===== src/sv/sine_range_reduced_series_unit_macros.svh =====
// assertion macros for the sine series unit
`ifndef SINE_RANGE_REDUCED_SERIES_UNIT_MACROS_SVH
`define SINE_RANGE_REDUCED_SERIES_UNIT_MACROS_SVH

// property that must hold at every clock edge out of reset
`define SRS_ASSERT_ALWAYS(label, expr, msg) \
    label: assert property (@(posedge clk) disable iff (!rst_n) (expr)) else $error(msg);

// implication checked in the same cycle
`define SRS_ASSERT_IMPL(label, ante, cons, msg) \
    label: assert property (@(posedge clk) disable iff (!rst_n) (ante) |-> (cons)) \
        else $error(msg);

`endif


===== src/sv/srs_pkg.sv =====
// shared constants and the pipeline item type for the sine series unit
package srs_pkg;

    localparam int MAX_TERMS_DEF     = 16;
    localparam int OUT_FRAC_BITS_DEF = 30;
    localparam int IN_FRAC_BITS_DEF  = 24;
    localparam int WORK_FRAC         = 30;
    localparam int THR_WIDTH         = 16;
    localparam logic [THR_WIDTH-1:0] THR_RESET = 16'd1074;

    // pi scaled by 2^62, truncated
    localparam logic [63:0] PI_Q62 = 64'hC90FDAA22168C234;

    // reciprocal scaling for division by n*(n-1)
    localparam int RECIP_SHIFT = 46;
    localparam int RECIP_HALF  = 22;

    localparam logic [7:0] REG_TERM_THRESHOLD = 8'd0;

    typedef struct packed {
        logic [31:0]        tm;
        logic [31:0]        x2;
        logic signed [35:0] sum;
        logic [5:0]         count;
        logic               neg;
    } srs_item_t;

endpackage


===== src/sv/srs_term.sv =====
// one series term: multiply by x squared, divide by n*(n-1), accumulate
module srs_term #(
    parameter int STEP = 1
) (
    input  logic               clk,
    input  logic               rst_n,
    input  logic               en,
    input  logic [31:0]        thr,
    input  logic               in_valid,
    input  srs_pkg::srs_item_t in_item,
    output logic               out_valid,
    output srs_pkg::srs_item_t out_item
);

    localparam longint unsigned N    = 2 * STEP + 1;
    localparam longint unsigned D    = N * (N - 1);
    localparam longint unsigned M    = ((64'd1 << srs_pkg::RECIP_SHIFT) + D - 1) / D;
    localparam logic [63:0]     MHI  = 64'(M >> srs_pkg::RECIP_HALF);
    localparam logic [63:0]     MLO  = 64'(M) & ((64'd1 << srs_pkg::RECIP_HALF) - 64'd1);
    localparam logic [63:0]     HALF = 64'(D / 2);
    localparam bit              SUBTRACT = (STEP % 2) == 1;

    logic               v1_reg, v2_reg, v3_reg, v4_reg;
    logic               a1_reg, a2_reg, a3_reg;
    srs_pkg::srs_item_t i1_reg, i2_reg, i3_reg, i4_reg;
    logic [63:0]        p_reg, v_reg, ph_reg, pl_reg;
    logic [63:0]        q;
    logic signed [35:0] q_s;

    // high partial product is taken at its own weight so the sum stays inside 64 bits
    assign q   = (ph_reg + (pl_reg >> srs_pkg::RECIP_HALF))
                 >> (srs_pkg::RECIP_SHIFT - srs_pkg::RECIP_HALF);
    assign q_s = signed'(36'(q[31:0]));

    always_ff @(posedge clk or negedge rst_n)
    begin
        if (!rst_n)
        begin
            v1_reg <= 1'b0;
            v2_reg <= 1'b0;
            v3_reg <= 1'b0;
            v4_reg <= 1'b0;
        end
        else if (en)
        begin
            v1_reg <= in_valid;
            v2_reg <= v1_reg;
            v3_reg <= v2_reg;
            v4_reg <= v3_reg;
        end
    end

    always_ff @(posedge clk)
    begin
        if (en)
        begin
            // a term below threshold stays, so later stages stay idle too
            a1_reg <= in_item.tm >= thr;
            p_reg  <= 64'(in_item.tm) * 64'(in_item.x2);
            i1_reg <= in_item;
            a2_reg <= a1_reg;
            v_reg  <= ((p_reg + (64'd1 << (srs_pkg::WORK_FRAC - 1))) >> srs_pkg::WORK_FRAC)
                      + HALF;
            i2_reg <= i1_reg;
            a3_reg <= a2_reg;
            ph_reg <= v_reg * MHI;
            pl_reg <= v_reg * MLO;
            i3_reg <= i2_reg;
            if (a3_reg)
            begin
                i4_reg.tm    <= q[31:0];
                i4_reg.x2    <= i3_reg.x2;
                i4_reg.sum   <= SUBTRACT ? (i3_reg.sum - q_s) : (i3_reg.sum + q_s);
                i4_reg.count <= i3_reg.count + 6'd1;
                i4_reg.neg   <= i3_reg.neg;
            end
            else
            begin
                i4_reg <= i3_reg;
            end
        end
    end

    assign out_valid = v4_reg;
    assign out_item  = i4_reg;

endmodule


===== config.mk =====
export PLATFORM = sky130hd
export DESIGN_NAME = srs_term
export DESIGN_NICKNAME = d
export VERILOG_FILES = /design/src/sv/sine_range_reduced_series_unit_macros.svh /design/src/sv/srs_pkg.sv /design/src/sv/srs_term.sv
export SDC_FILE = /design/constraint.sdc
export NUM_CORES = 2
export LEC_CHECK = 0
export ABC_AREA = 0
export BUFFER_PORTS_ARGS = -buffer_cell sky130_fd_sc_hd__buf_2
export CAP_MARGIN = 5
export CORE_MARGIN = 4
export CORE_UTILIZATION = 35
export CTS_CLUSTER_DIAMETER = 100
export DETAILED_ROUTE_END_ITERATION = 12
export MAX_ROUTING_LAYER = met4
export PLACE_DENSITY_LB_ADDON = 0.2
export SLEW_MARGIN = 40
export SYNTH_ARGS = -nofsm -noshare
export SYNTH_HDL_FRONTEND = slang
export SYNTH_SLANG_ARGS = --single-unit

===== constraint.sdc =====
create_clock -name clk -period 6.4 [get_ports clk]
set_input_delay 1.28 -clock clk [delete_from_list [all_inputs] [get_ports clk]]
set_output_delay 1.28 -clock clk [all_outputs]
set_load 0.05 [all_outputs]

==> metrics.md <==
| Metric | Value |
|---|---|
| Status | finished, violations left |
| Failing checks | negative setup slack |
| Clk buf depth | 3 |
| Vias | 51100 |
| Final core occ | 0.433 |
| Initial core utilization | 0.352 |
| Synthesis-stage register bit count | between 500 and 600 |
| Post-synth EDFFs | a little under 600 |
| Vias in the first global route | 55700 |
| Multi-input logic area | roughly 53000 sq um |
| Busiest grt layer | met2 |
| Detail Route Antenna Nets | 0 |
| Full die area | about 220000 sq um |
| Routed WL | roughly 220000 microns |
| CP peak stage delay | about 590 ps |
| Htree depth | 3 |
| Setup ws final | -1420 ps |
| Layout filler cell count | 20300 |
| Core Rows | 169 |
| Syn Area/Cell | ~11 sq um |
| Sequential fraction of the synthesis area | 0.240 |
| Area contributors post-synth | fa_1 (36%), edfxtp_1 (24%), ha_1 (12%) |
| Met3 usage | 0.0259 |
| I/O Pins | between 200 and 300 |
| Syn. warnings | 0 |
| RSZ-0062 raised after global routing | true |
| Root Driver | clkbuf_16 |
| WL per Instance | a little over 20 microns |
| Synth area leader | fa_1 |
| Post-synth top area share | 0.359 |
| Synthesized area | between 70000 and 80000 sq um |
| Final period util | 1.22 |
| Critical path required time | 6840 ps |
| Met2 Track Usage GR | 0.330 |
| Final setup violation count | 81 |
| M1 GR Usage | 0.281 |
| Max cap viols | 0 |
| Critical Path Most Common Cell | fa_1 |
| TritonRoute pass-1 iters | 7 |
| Residual DRC | 0 |
| Startpoint Class | input pin |
| Area growth syn-to-layout | 22.9% |
| Worst-path clk slew | 60 ps |
| Clk_skew | roughly 70 ps |
| Mapped Nets | 9008 |
| Critical path data arrival time | just over 8000 ps |
| Total track usage | 0.204 |
| FMAX | around 0.13 GHz |
| Fraction of layout cells with a size suffix above 1 | 0.220 |
| Fraction of registers with async set/reset | 0.00670 |
| Port Buffers | 250 |
| WP buf/inv | 7 |
| Min Tclk post-route | about 8000 ps |
| Worst-path maximum fanout | 19 |
| Placement Setup Slack | -2610 ps |
| Final Hold Viols | 0 |
| HPWL Detailed | 184000 microns |
| Main synth FF type | edfxtp_1 |
| Top Family by Delay on Critical Path | adder cells |
| First-pass GRT wire length | roughly 340000 microns |
| Slew @ Worst Pin | 801 ps |
| Sink Count | roughly 600 |
| Critical path capture point type | flop |
| Slew Limit Fails | 0 |
| Post-Syn Instances | 6828 |
| Largest net degree at the start of global routing | 140 |
| Worst rel slew slack | 0.466 |
| Clock buffer count from CTS | between 70 and 80 |
| GRT overflow | 0 |
| Core area | 212000 sq um |
| Register area | approximately 18000 sq um |
| Fin nets | approximately 10000 |
| Post-synth cell types | 94 |
| Post-DR vias/cell | approximately 4.8 |
| Count leader, synth | inv_1 |
| Crit path max-delay cell type | fa_1 |
| CTS tree | built |
| RD Place Congestion | 0.917 |
| Worst min-delay path class | input pin to asynchronous set/reset pin |
| CP Class | input pin to flop |
| Skew-Pair Late Insertion Delay | roughly 700 ps |
| Initial antenna violation count | 12 |
| Die Ht | 470 microns |
| Drt first-iter violations | approximately 3000 |
| Synth top cells by count | inv_1 (1423), fa_1 (1340), ha_1 (697) |
| Horiz. Die Dim | approximately 470 microns |
-- worst reg2reg max path: stages (launching register included) --
cell and delay [ps]:
edfxtp_1 530, ha_4 350, fa_2 500, fa_1 530
inv_2 40, fa_1 520, inv_1 50, fa_1 470
inv_1 50, fa_1 500, inv_2 40, fa_1 500
ha_4 300, nand4_1 120, buf_4 160, a211o_1 260
o41ai_4 280, nand3_2 220, a21oi_4 260, buf_6 130
o21ai_4 60, a221oi_4 360, o211ai_1 210, a21o_1 230
and2_1 130
-- metal layers --
layer  vias up  wire length [microns]
met2       980                 105000
met3       201                  10000
met4         0                   4020
met5         -                      0
li1      23500                      -
met1     26400                 100000
-- area by class of cell --
type	instances	share of cell area
clock buffers	80	0.0199
repair buffers	1165	0.103
clock inverters	48	0.00546
inverters	1423	0.0582
well taps	2821	0.0384
flip-flops and latches	597	0.195
multi-input cells	4570	0.579
diodes	3	0.0000817
-- kinds of logic after synthesis --
group | Yosys count | synth area share
flops | 597 | 0.240
compound gates | 695 | 0.0595
xor+xnor | 223 | 0.0261
mux | 26 | 0.00392
simple gates | 1589 | 0.111
buf+inv | 1661 | 0.0841
fa+ha+maj | 2037 | 0.476
-- metrics by stage --
step / instance area, sq um / instances / hold slack (ps) / setup TNS [ps]
CTS: 90500 / 10700 / 305 / -49380
detailed placement: 85400 / 10500 / 405 / -105220
global placement: 85400 / 10500 / 400 / -104510
global route: 91800 / 10700 / 338 / -68620
floorplan: 75400 / 6828 / 400 / -41430
finish: 91800 / 10700 / 370 / -54880
-- layout by cell type, fill, tap and decap left out, drive strengths merged, types with 8 or more instances in the layout --
cell type,count
buf,1154
a21o,122
clkinv,33
a21boi,10
nor2b,26
and2,619
edfxtp,593
xor2,85
ha,697
o31ai,11
o21a,30
clkbuf,86
nor4,11
inv,1428
mux2,26
xnor2,138
nand3b,9
nand3,47
nor2,122
nand2,576
and3,19
a2111oi,8
o211ai,14
a31oi,20
a221oi,8
nand4,50
a21oi,228
or2,9
o21bai,29
and4,8
a211oi,18
fa,1340
o21ai,129
nand2b,26
nor3,35
-- worst paths after layout --
check / to / cells past startpoint / startpoint / slack, ps
max: p_reg[47] / 26 / in_item[94] / -1420
min: v3_reg / 1 / rst_n / 370
max reg2reg: pl_reg[57] / 24 / v_reg[13] / -630
min reg2reg: i2_reg[43] / 0 / i1_reg[43] / 400
max in group asynchronous: v1_reg / 1 / rst_n / 5900
min in group clk: i2_reg[43] / 0 / i1_reg[43] / 400
-- what timing repair did --
action                     in CTS  in global routing
setup endpoints to repair      89                100
hold endpoints to repair        0                  0
pin swaps                     163                166
cloned                          7                  5
hold buffers                    0                  0
setup buffers                  70                 42
gates resized for setup       469                222
Power is left out: the tool's default activity adds up to more than one toggle a clock period on the data nets, which glitch-free logic cannot reach.
