## config.mk

```make
export PLATFORM = sky130hd
export DESIGN_NAME = srs_reduce
export DESIGN_NICKNAME = d
export VERILOG_FILES = /design/src/sv/sine_range_reduced_series_unit_macros.svh /design/src/sv/srs_pkg.sv /design/src/sv/srs_reduce.sv
export SDC_FILE = /design/constraint.sdc
export NUM_CORES = 2
export LEC_CHECK = 0
export BUFFER_PORTS_ARGS = -buffer_cell sky130_fd_sc_hd__buf_2
export CAP_MARGIN = 20
export CORE_UTILIZATION = 51
export CTS_BUF_LIST = sky130_fd_sc_hd__clkbuf_4 sky130_fd_sc_hd__clkbuf_8
export DETAILED_ROUTE_END_ITERATION = 10
export GPL_TIMING_DRIVEN = 1
export PLACE_DENSITY = 0.67
export REMOVE_ABC_BUFFERS = 1
export SYNTH_ARGS = -nofsm -noshare
export SYNTH_HDL_FRONTEND = slang
export SYNTH_SLANG_ARGS = --single-unit
```

## constraint.sdc

```tcl
create_clock -name clk -period 9 [get_ports clk]
set_clock_uncertainty 0.05 [all_clocks]
set_input_delay 0.45 -clock clk [delete_from_list [all_inputs] [get_ports clk]]
set_output_delay 0.45 -clock clk [all_outputs]
set_load 0.03 [all_outputs]
```

## src/sv/sine_range_reduced_series_unit_macros.svh

```systemverilog
// assertion macros for the sine series unit
`ifndef SINE_RANGE_REDUCED_SERIES_UNIT_MACROS_SVH
`define SINE_RANGE_REDUCED_SERIES_UNIT_MACROS_SVH

// property that must hold at every clock edge out of reset
`define SRS_ASSERT_ALWAYS(label, expr, msg) \
    label: assert property (@(posedge clk) disable iff (!rst_n) (expr)) else $error(msg);

// implication checked in the same cycle
`define SRS_ASSERT_IMPL(label, ante, cons, msg) \
    label: assert property (@(posedge clk) disable iff (!rst_n) (ante) |-> (cons)) \
        else $error(msg);

`endif

```

## src/sv/srs_pkg.sv

```systemverilog
// shared constants and the pipeline item type for the sine series unit
package srs_pkg;

    localparam int MAX_TERMS_DEF     = 16;
    localparam int OUT_FRAC_BITS_DEF = 30;
    localparam int IN_FRAC_BITS_DEF  = 24;
    localparam int WORK_FRAC         = 30;
    localparam int THR_WIDTH         = 16;
    localparam logic [THR_WIDTH-1:0] THR_RESET = 16'd1074;

    // pi scaled by 2^62, truncated
    localparam logic [63:0] PI_Q62 = 64'hC90FDAA22168C234;

    // reciprocal scaling for division by n*(n-1)
    localparam int RECIP_SHIFT = 46;
    localparam int RECIP_HALF  = 22;

    localparam logic [7:0] REG_TERM_THRESHOLD = 8'd0;

    typedef struct packed {
        logic [31:0]        tm;
        logic [31:0]        x2;
        logic signed [35:0] sum;
        logic [5:0]         count;
        logic               neg;
    } srs_item_t;

endpackage

```

## src/sv/srs_reduce.sv

```systemverilog
// range reduction of the angle and the first series term
module srs_reduce #(
    parameter int IN_FRAC_BITS = srs_pkg::IN_FRAC_BITS_DEF
) (
    input  logic              clk,
    input  logic              rst_n,
    input  logic              en,
    input  logic              in_valid,
    input  logic [31:0]       angle,
    output logic              out_valid,
    output srs_pkg::srs_item_t out_item
);

    localparam int QBITS = 29 - IN_FRAC_BITS;
    localparam int SH    = IN_FRAC_BITS + 2;
    localparam logic [63:0] PI_R      = srs_pkg::PI_Q62 >> (30 - IN_FRAC_BITS);
    localparam logic [63:0] TWO_PI_R  = srs_pkg::PI_Q62 >> (29 - IN_FRAC_BITS);
    localparam logic [63:0] HALF_PI_R = srs_pkg::PI_Q62 >> (31 - IN_FRAC_BITS);
    localparam logic [63:0] RND       = 64'd1 << (SH - 1);

    logic [63:0] rem_reg [0:QBITS];
    logic        neg_reg [0:QBITS];
    logic        vld_reg [0:QBITS];

    logic [31:0] mag;
    logic [63:0] f_rem_reg, m_rem_reg;
    logic        f_neg_reg, m_neg_reg, r_neg_reg, q_neg_reg;
    logic        f_vld_reg, m_vld_reg, r_vld_reg, q_vld_reg, o_vld_reg;
    logic [31:0] x_reg, qx_reg;
    logic [63:0] sq_reg;
    logic [63:0] x2_full;
    logic [63:0] x_full;
    srs_pkg::srs_item_t item_reg;

    assign mag = angle[31] ? (~angle + 32'd1) : angle;

    always_ff @(posedge clk or negedge rst_n)
    begin
        if (!rst_n)
        begin
            vld_reg[0] <= 1'b0;
        end
        else if (en)
        begin
            vld_reg[0] <= in_valid;
        end
    end

    always_ff @(posedge clk)
    begin
        if (en)
        begin
            rem_reg[0] <= {mag, 32'd0};
            neg_reg[0] <= angle[31];
        end
    end

    // one quotient bit per stage
    for (genvar k = 0; k < QBITS; k++)
    begin : g_mod
        localparam logic [63:0] DIV = TWO_PI_R << (QBITS - 1 - k);

        always_ff @(posedge clk or negedge rst_n)
        begin
            if (!rst_n)
            begin
                vld_reg[k+1] <= 1'b0;
            end
            else if (en)
            begin
                vld_reg[k+1] <= vld_reg[k];
            end
        end

        always_ff @(posedge clk)
        begin
            if (en)
            begin
                rem_reg[k+1] <= (rem_reg[k] >= DIV) ? (rem_reg[k] - DIV) : rem_reg[k];
                neg_reg[k+1] <= neg_reg[k];
            end
        end
    end

    assign x_full  = 64'(x_reg);
    assign x2_full = (sq_reg + (64'd1 << (srs_pkg::WORK_FRAC - 1))) >> srs_pkg::WORK_FRAC;

    always_ff @(posedge clk or negedge rst_n)
    begin
        if (!rst_n)
        begin
            f_vld_reg <= 1'b0;
            m_vld_reg <= 1'b0;
            r_vld_reg <= 1'b0;
            q_vld_reg <= 1'b0;
            o_vld_reg <= 1'b0;
        end
        else if (en)
        begin
            f_vld_reg <= vld_reg[QBITS];
            m_vld_reg <= f_vld_reg;
            r_vld_reg <= m_vld_reg;
            q_vld_reg <= r_vld_reg;
            o_vld_reg <= q_vld_reg;
        end
    end

    always_ff @(posedge clk)
    begin
        if (en)
        begin
            // upper half-period folds with a sign flip
            if (rem_reg[QBITS] > PI_R)
            begin
                f_rem_reg <= rem_reg[QBITS] - PI_R;
                f_neg_reg <= !neg_reg[QBITS];
            end
            else
            begin
                f_rem_reg <= rem_reg[QBITS];
                f_neg_reg <= neg_reg[QBITS];
            end
            m_rem_reg <= (f_rem_reg > HALF_PI_R) ? (PI_R - f_rem_reg) : f_rem_reg;
            m_neg_reg <= f_neg_reg;
            x_reg     <= 32'((m_rem_reg + RND) >> SH);
            r_neg_reg <= m_neg_reg;
            sq_reg    <= x_full * x_full;
            qx_reg    <= x_reg;
            q_neg_reg <= r_neg_reg;
            item_reg.tm    <= qx_reg;
            item_reg.x2    <= x2_full[31:0];
            item_reg.sum   <= signed'(36'(qx_reg));
            item_reg.count <= 6'd1;
            item_reg.neg   <= q_neg_reg;
        end
    end

    assign out_valid = o_vld_reg;
    assign out_item  = item_reg;

endmodule

```

==> results.cfg <==
[run_status]
failed_checks = DRC
outcome = complete, but fails checks

[die]
die_x_um = 336
ioPinCount = 144
die-area_mm2 = 0.113
floorplan.rows = 122
fp.coreArea_mm2 = 0.111
floorplan.die.height_um = 336
initial_core_util = 0.514

[detailed_routing]
routed_wirelength_um = 118000
detail_route.wl_per_cell_um = 16.7
dr_total_vias = 36700
via_per_inst = 5.18
dr.pass1.iters = 8
drt_iter0_drc = 2085
drcViolationCount = 1
ant_nets = 0

[synth]
synth_edf_count = 568
post_synthesis_instance_total = 5358
synth_top_flop_cell = sky130_fd_sc_hd__edfxtp_1
synth.yosys.seq_area_share = 0.305
postSynth.asyncResetShare = 0.0190
synthTopCellsByArea = sky130_fd_sc_hd__edfxtp_1 (30%), sky130_fd_sc_hd__fa_1 (28%), sky130_fd_sc_hd__inv_1 (7.3%)
netlist-cell-type-count = 80
mean_instance_size_in_the_synthesized_netlist_um2 = 10.6
synth_top_area_share = 0.300
synthesis.yosys.warnings = 0
post_synth_instance_area_mm2 = 0.0568
synthDominantAreaCellType = sky130_fd_sc_hd__edfxtp_1
yosys_register_bits = 579

[timing]
slew_at_the_pin_closest_to_its_max_slew_limit_ps = 945
share_of_the_clock_period_used_by_the_worst_path_after_layout = 0.953
final-hold-violation-count = 0
timing.max_slew.rel_slack = 0.370
slew_viol_final = 0
peak_freq_ghz = 0.117
setup_viol = 0
clock_period_minus_final_worst_setup_slack_ps = 8580
tns_ps = 0
rsz0062_at_grt = false

[final_layout]
multi_input_area_mm2 = 0.0344
layout.area.seq_mm2 = 0.0173
nFillCells = 9600
largest_register_ff_count = 299
drive_above_1_share = 0.0803
nets = 6660
fraction_of_the_core_area_covered_by_cells_at_the_end_of_the_flow = 0.558
syn2layout_area_growth_pct = 8.71

[min_path]
worstHoldStart = en
hold_removal_path_class = in -> reg
timing.hold.worst_path_depth = 1
hold_path_end = out_item[105]

[clocking]
cts_inserted_buffers = 101
tritoncts = yes
cts.htree.levels = 3
clock-sinks = 579
clk_latency_ps = 790
cts.root.buffer_cell = sky130_fd_sc_hd__clkbuf_8
cts_max_path_buffers = 3
clk_transition_reported_paths_ps = 70

[worst_setup_path]
cp_max_fo = 24
timing.reg2reg.setup_slack_ps = 420
critical_path_data_arrival_time_ps = 9020
worst-r2r-cell-count = 24
critPathKind = reg -> reg
setup.worst_path.end_class = flop
r2r_start = x_reg[28]
timing.critical_path.required_ps = 9440
critical_path.reg2reg.endpoint = sq_reg[49]
worstSetupStartpointType = flop

[grt]
grt_start_max_net_pins = 174
grtUsageTotal = 0.217
global_route_wire_length_before_repair_um = 195000
initial_antenna_violation_count = 3
grt-ovfl-total = 0
first_global_vias = 38600

[placement]
last_weighted_congestion_value_of_the_routability_driven_placer = 0.914
place.port_buffers = 133
detailedPlacementHpwl_um = 93800

[run]
max_cap_viols = 0
==> logic make-up after synthesis <==
family          count (synthesis)  synth area share
buf+inv                      1309            0.0898
fa+ha+maj                    1098             0.348
flops                         579             0.305
other cells                     2          0.000132
mux                            17           0.00335
xor+xnor                      474            0.0731
compound gates                541            0.0630
simple gates                 1338             0.117
==> final cells by class <==
type                            count  share of cell area
Multi-Input combinational cell   3478               0.557
Tap cell                         1488              0.0302
Timing Repair Buffer              260              0.0289
Clock inverter                     57             0.00981
Sequential cell                   579               0.281
Antenna cell                        1           0.0000406
Clock buffer                      126              0.0256
Inverter                         1106              0.0673
==> cell usage after synthesis, types with 25 or more instances <==
master                     number
sky130_fd_sc_hd__xnor2_1      295
sky130_fd_sc_hd__a21oi_1      120
sky130_fd_sc_hd__edfxtp_1     568
sky130_fd_sc_hd__xor2_1       179
sky130_fd_sc_hd__ha_1         295
sky130_fd_sc_hd__nand3_1       78
sky130_fd_sc_hd__and3_1        33
sky130_fd_sc_hd__and2_1       236
sky130_fd_sc_hd__a31oi_1       25
sky130_fd_sc_hd__o31ai_1       26
sky130_fd_sc_hd__fa_1         803
sky130_fd_sc_hd__clkbuf_1     137
sky130_fd_sc_hd__nand4_1       45
sky130_fd_sc_hd__or3_1         31
sky130_fd_sc_hd__a21o_1        61
sky130_fd_sc_hd__buf_4         43
sky130_fd_sc_hd__o21ai_0      122
sky130_fd_sc_hd__nor3_1        55
sky130_fd_sc_hd__nor2_1       236
sky130_fd_sc_hd__inv_1       1097
sky130_fd_sc_hd__nor4_1        38
sky130_fd_sc_hd__nand2_1      453
==> per-layer routing <==
layer  track usage  share of wire
met5             0        0.00011
met2         0.379           0.50
met1         0.275           0.41
met4        0.0791          0.034
met3        0.0307          0.048
==> worst max-delay path, stage by stage, from the launching register on <==
cell and delay, ps:
sky130_fd_sc_hd__edfxtp_1 640, sky130_fd_sc_hd__buf_4 470, sky130_fd_sc_hd__inv_1 360, sky130_fd_sc_hd__nor2_1 280, sky130_fd_sc_hd__inv_1 90, sky130_fd_sc_hd__fa_1 510
sky130_fd_sc_hd__inv_1 60, sky130_fd_sc_hd__fa_1 480, sky130_fd_sc_hd__fa_1 520, sky130_fd_sc_hd__fa_1 520, sky130_fd_sc_hd__fa_1 520, sky130_fd_sc_hd__fa_1 530
sky130_fd_sc_hd__fa_1 500, sky130_fd_sc_hd__ha_1 310, sky130_fd_sc_hd__ha_1 370, sky130_fd_sc_hd__nand3_1 190, sky130_fd_sc_hd__a21oi_1 60, sky130_fd_sc_hd__a21boi_0 150
sky130_fd_sc_hd__a211oi_2 370, sky130_fd_sc_hd__a21oi_1 120, sky130_fd_sc_hd__buf_4 160, sky130_fd_sc_hd__a221oi_1 460, sky130_fd_sc_hd__o21ai_0 230, sky130_fd_sc_hd__a21oi_1 220
sky130_fd_sc_hd__xnor2_1 80
==> layout by cell type (no fill, tap or decap), drive strengths merged, types with 22 or more instances in the layout <==
master	count
nand4	45
nand2b	24
o31ai	26
inv	1101
nor2	236
and2	236
and3	33
a21oi	122
clkbuf	126
o211ai	22
dlygate4sd3	47
a31oi	25
xor2	179
nand2	453
nor4	42
or2	26
edfxtp	568
nor3	55
o21ai	126
nand3	78
or3	31
xnor2	295
a211oi	22
clkinv	50
buf	213
fa	803
a21o	61
ha	295
==> per-stage QoR <==
stage | hold WS [ps] | instance area [um^2] | setup WS [ps] | cells
2_1_floorplan | 104 | 55800 | 1110 | 5163
3_3_place_gp | 272 | 59000 | 205 | 6857
3_5_place_dp | 282 | 59000 | 274 | 6857
4_1_cts | 47.2 | 61600 | 187 | 7087
5_1_grt | 119 | 61700 | 3.60 | 7095
6_report | 129 | 61700 | 421 | 7095
==> timing repair <==
item | 4_1_cts | 5_1_grt
endpoints found under the hold margin | 44 | 0
hold buffers | 47 | 0
gates resized for setup | 0 | 2
setup endpoints to repair | 0 | 9
setup buffers | 0 | 7
==> worst max path at each step <==
stage | from | to | slack (ps) | depth (start not counted)
after global routing | x_reg[28] | sq_reg[49] | 4 | 24
after floorplan | x_reg[1] | sq_reg[54] | 1110 | 26
after detailed placement | x_reg[19] | sq_reg[47] | 270 | 24
after global placement | x_reg[28] | sq_reg[47] | 210 | 23
final | x_reg[28] | sq_reg[49] | 420 | 24
after CTS | x_reg[19] | sq_reg[47] | 190 | 24
Power is left out: the tool's default activity adds up to more than one toggle a clock period on the data nets, which glitch-free logic cannot reach.
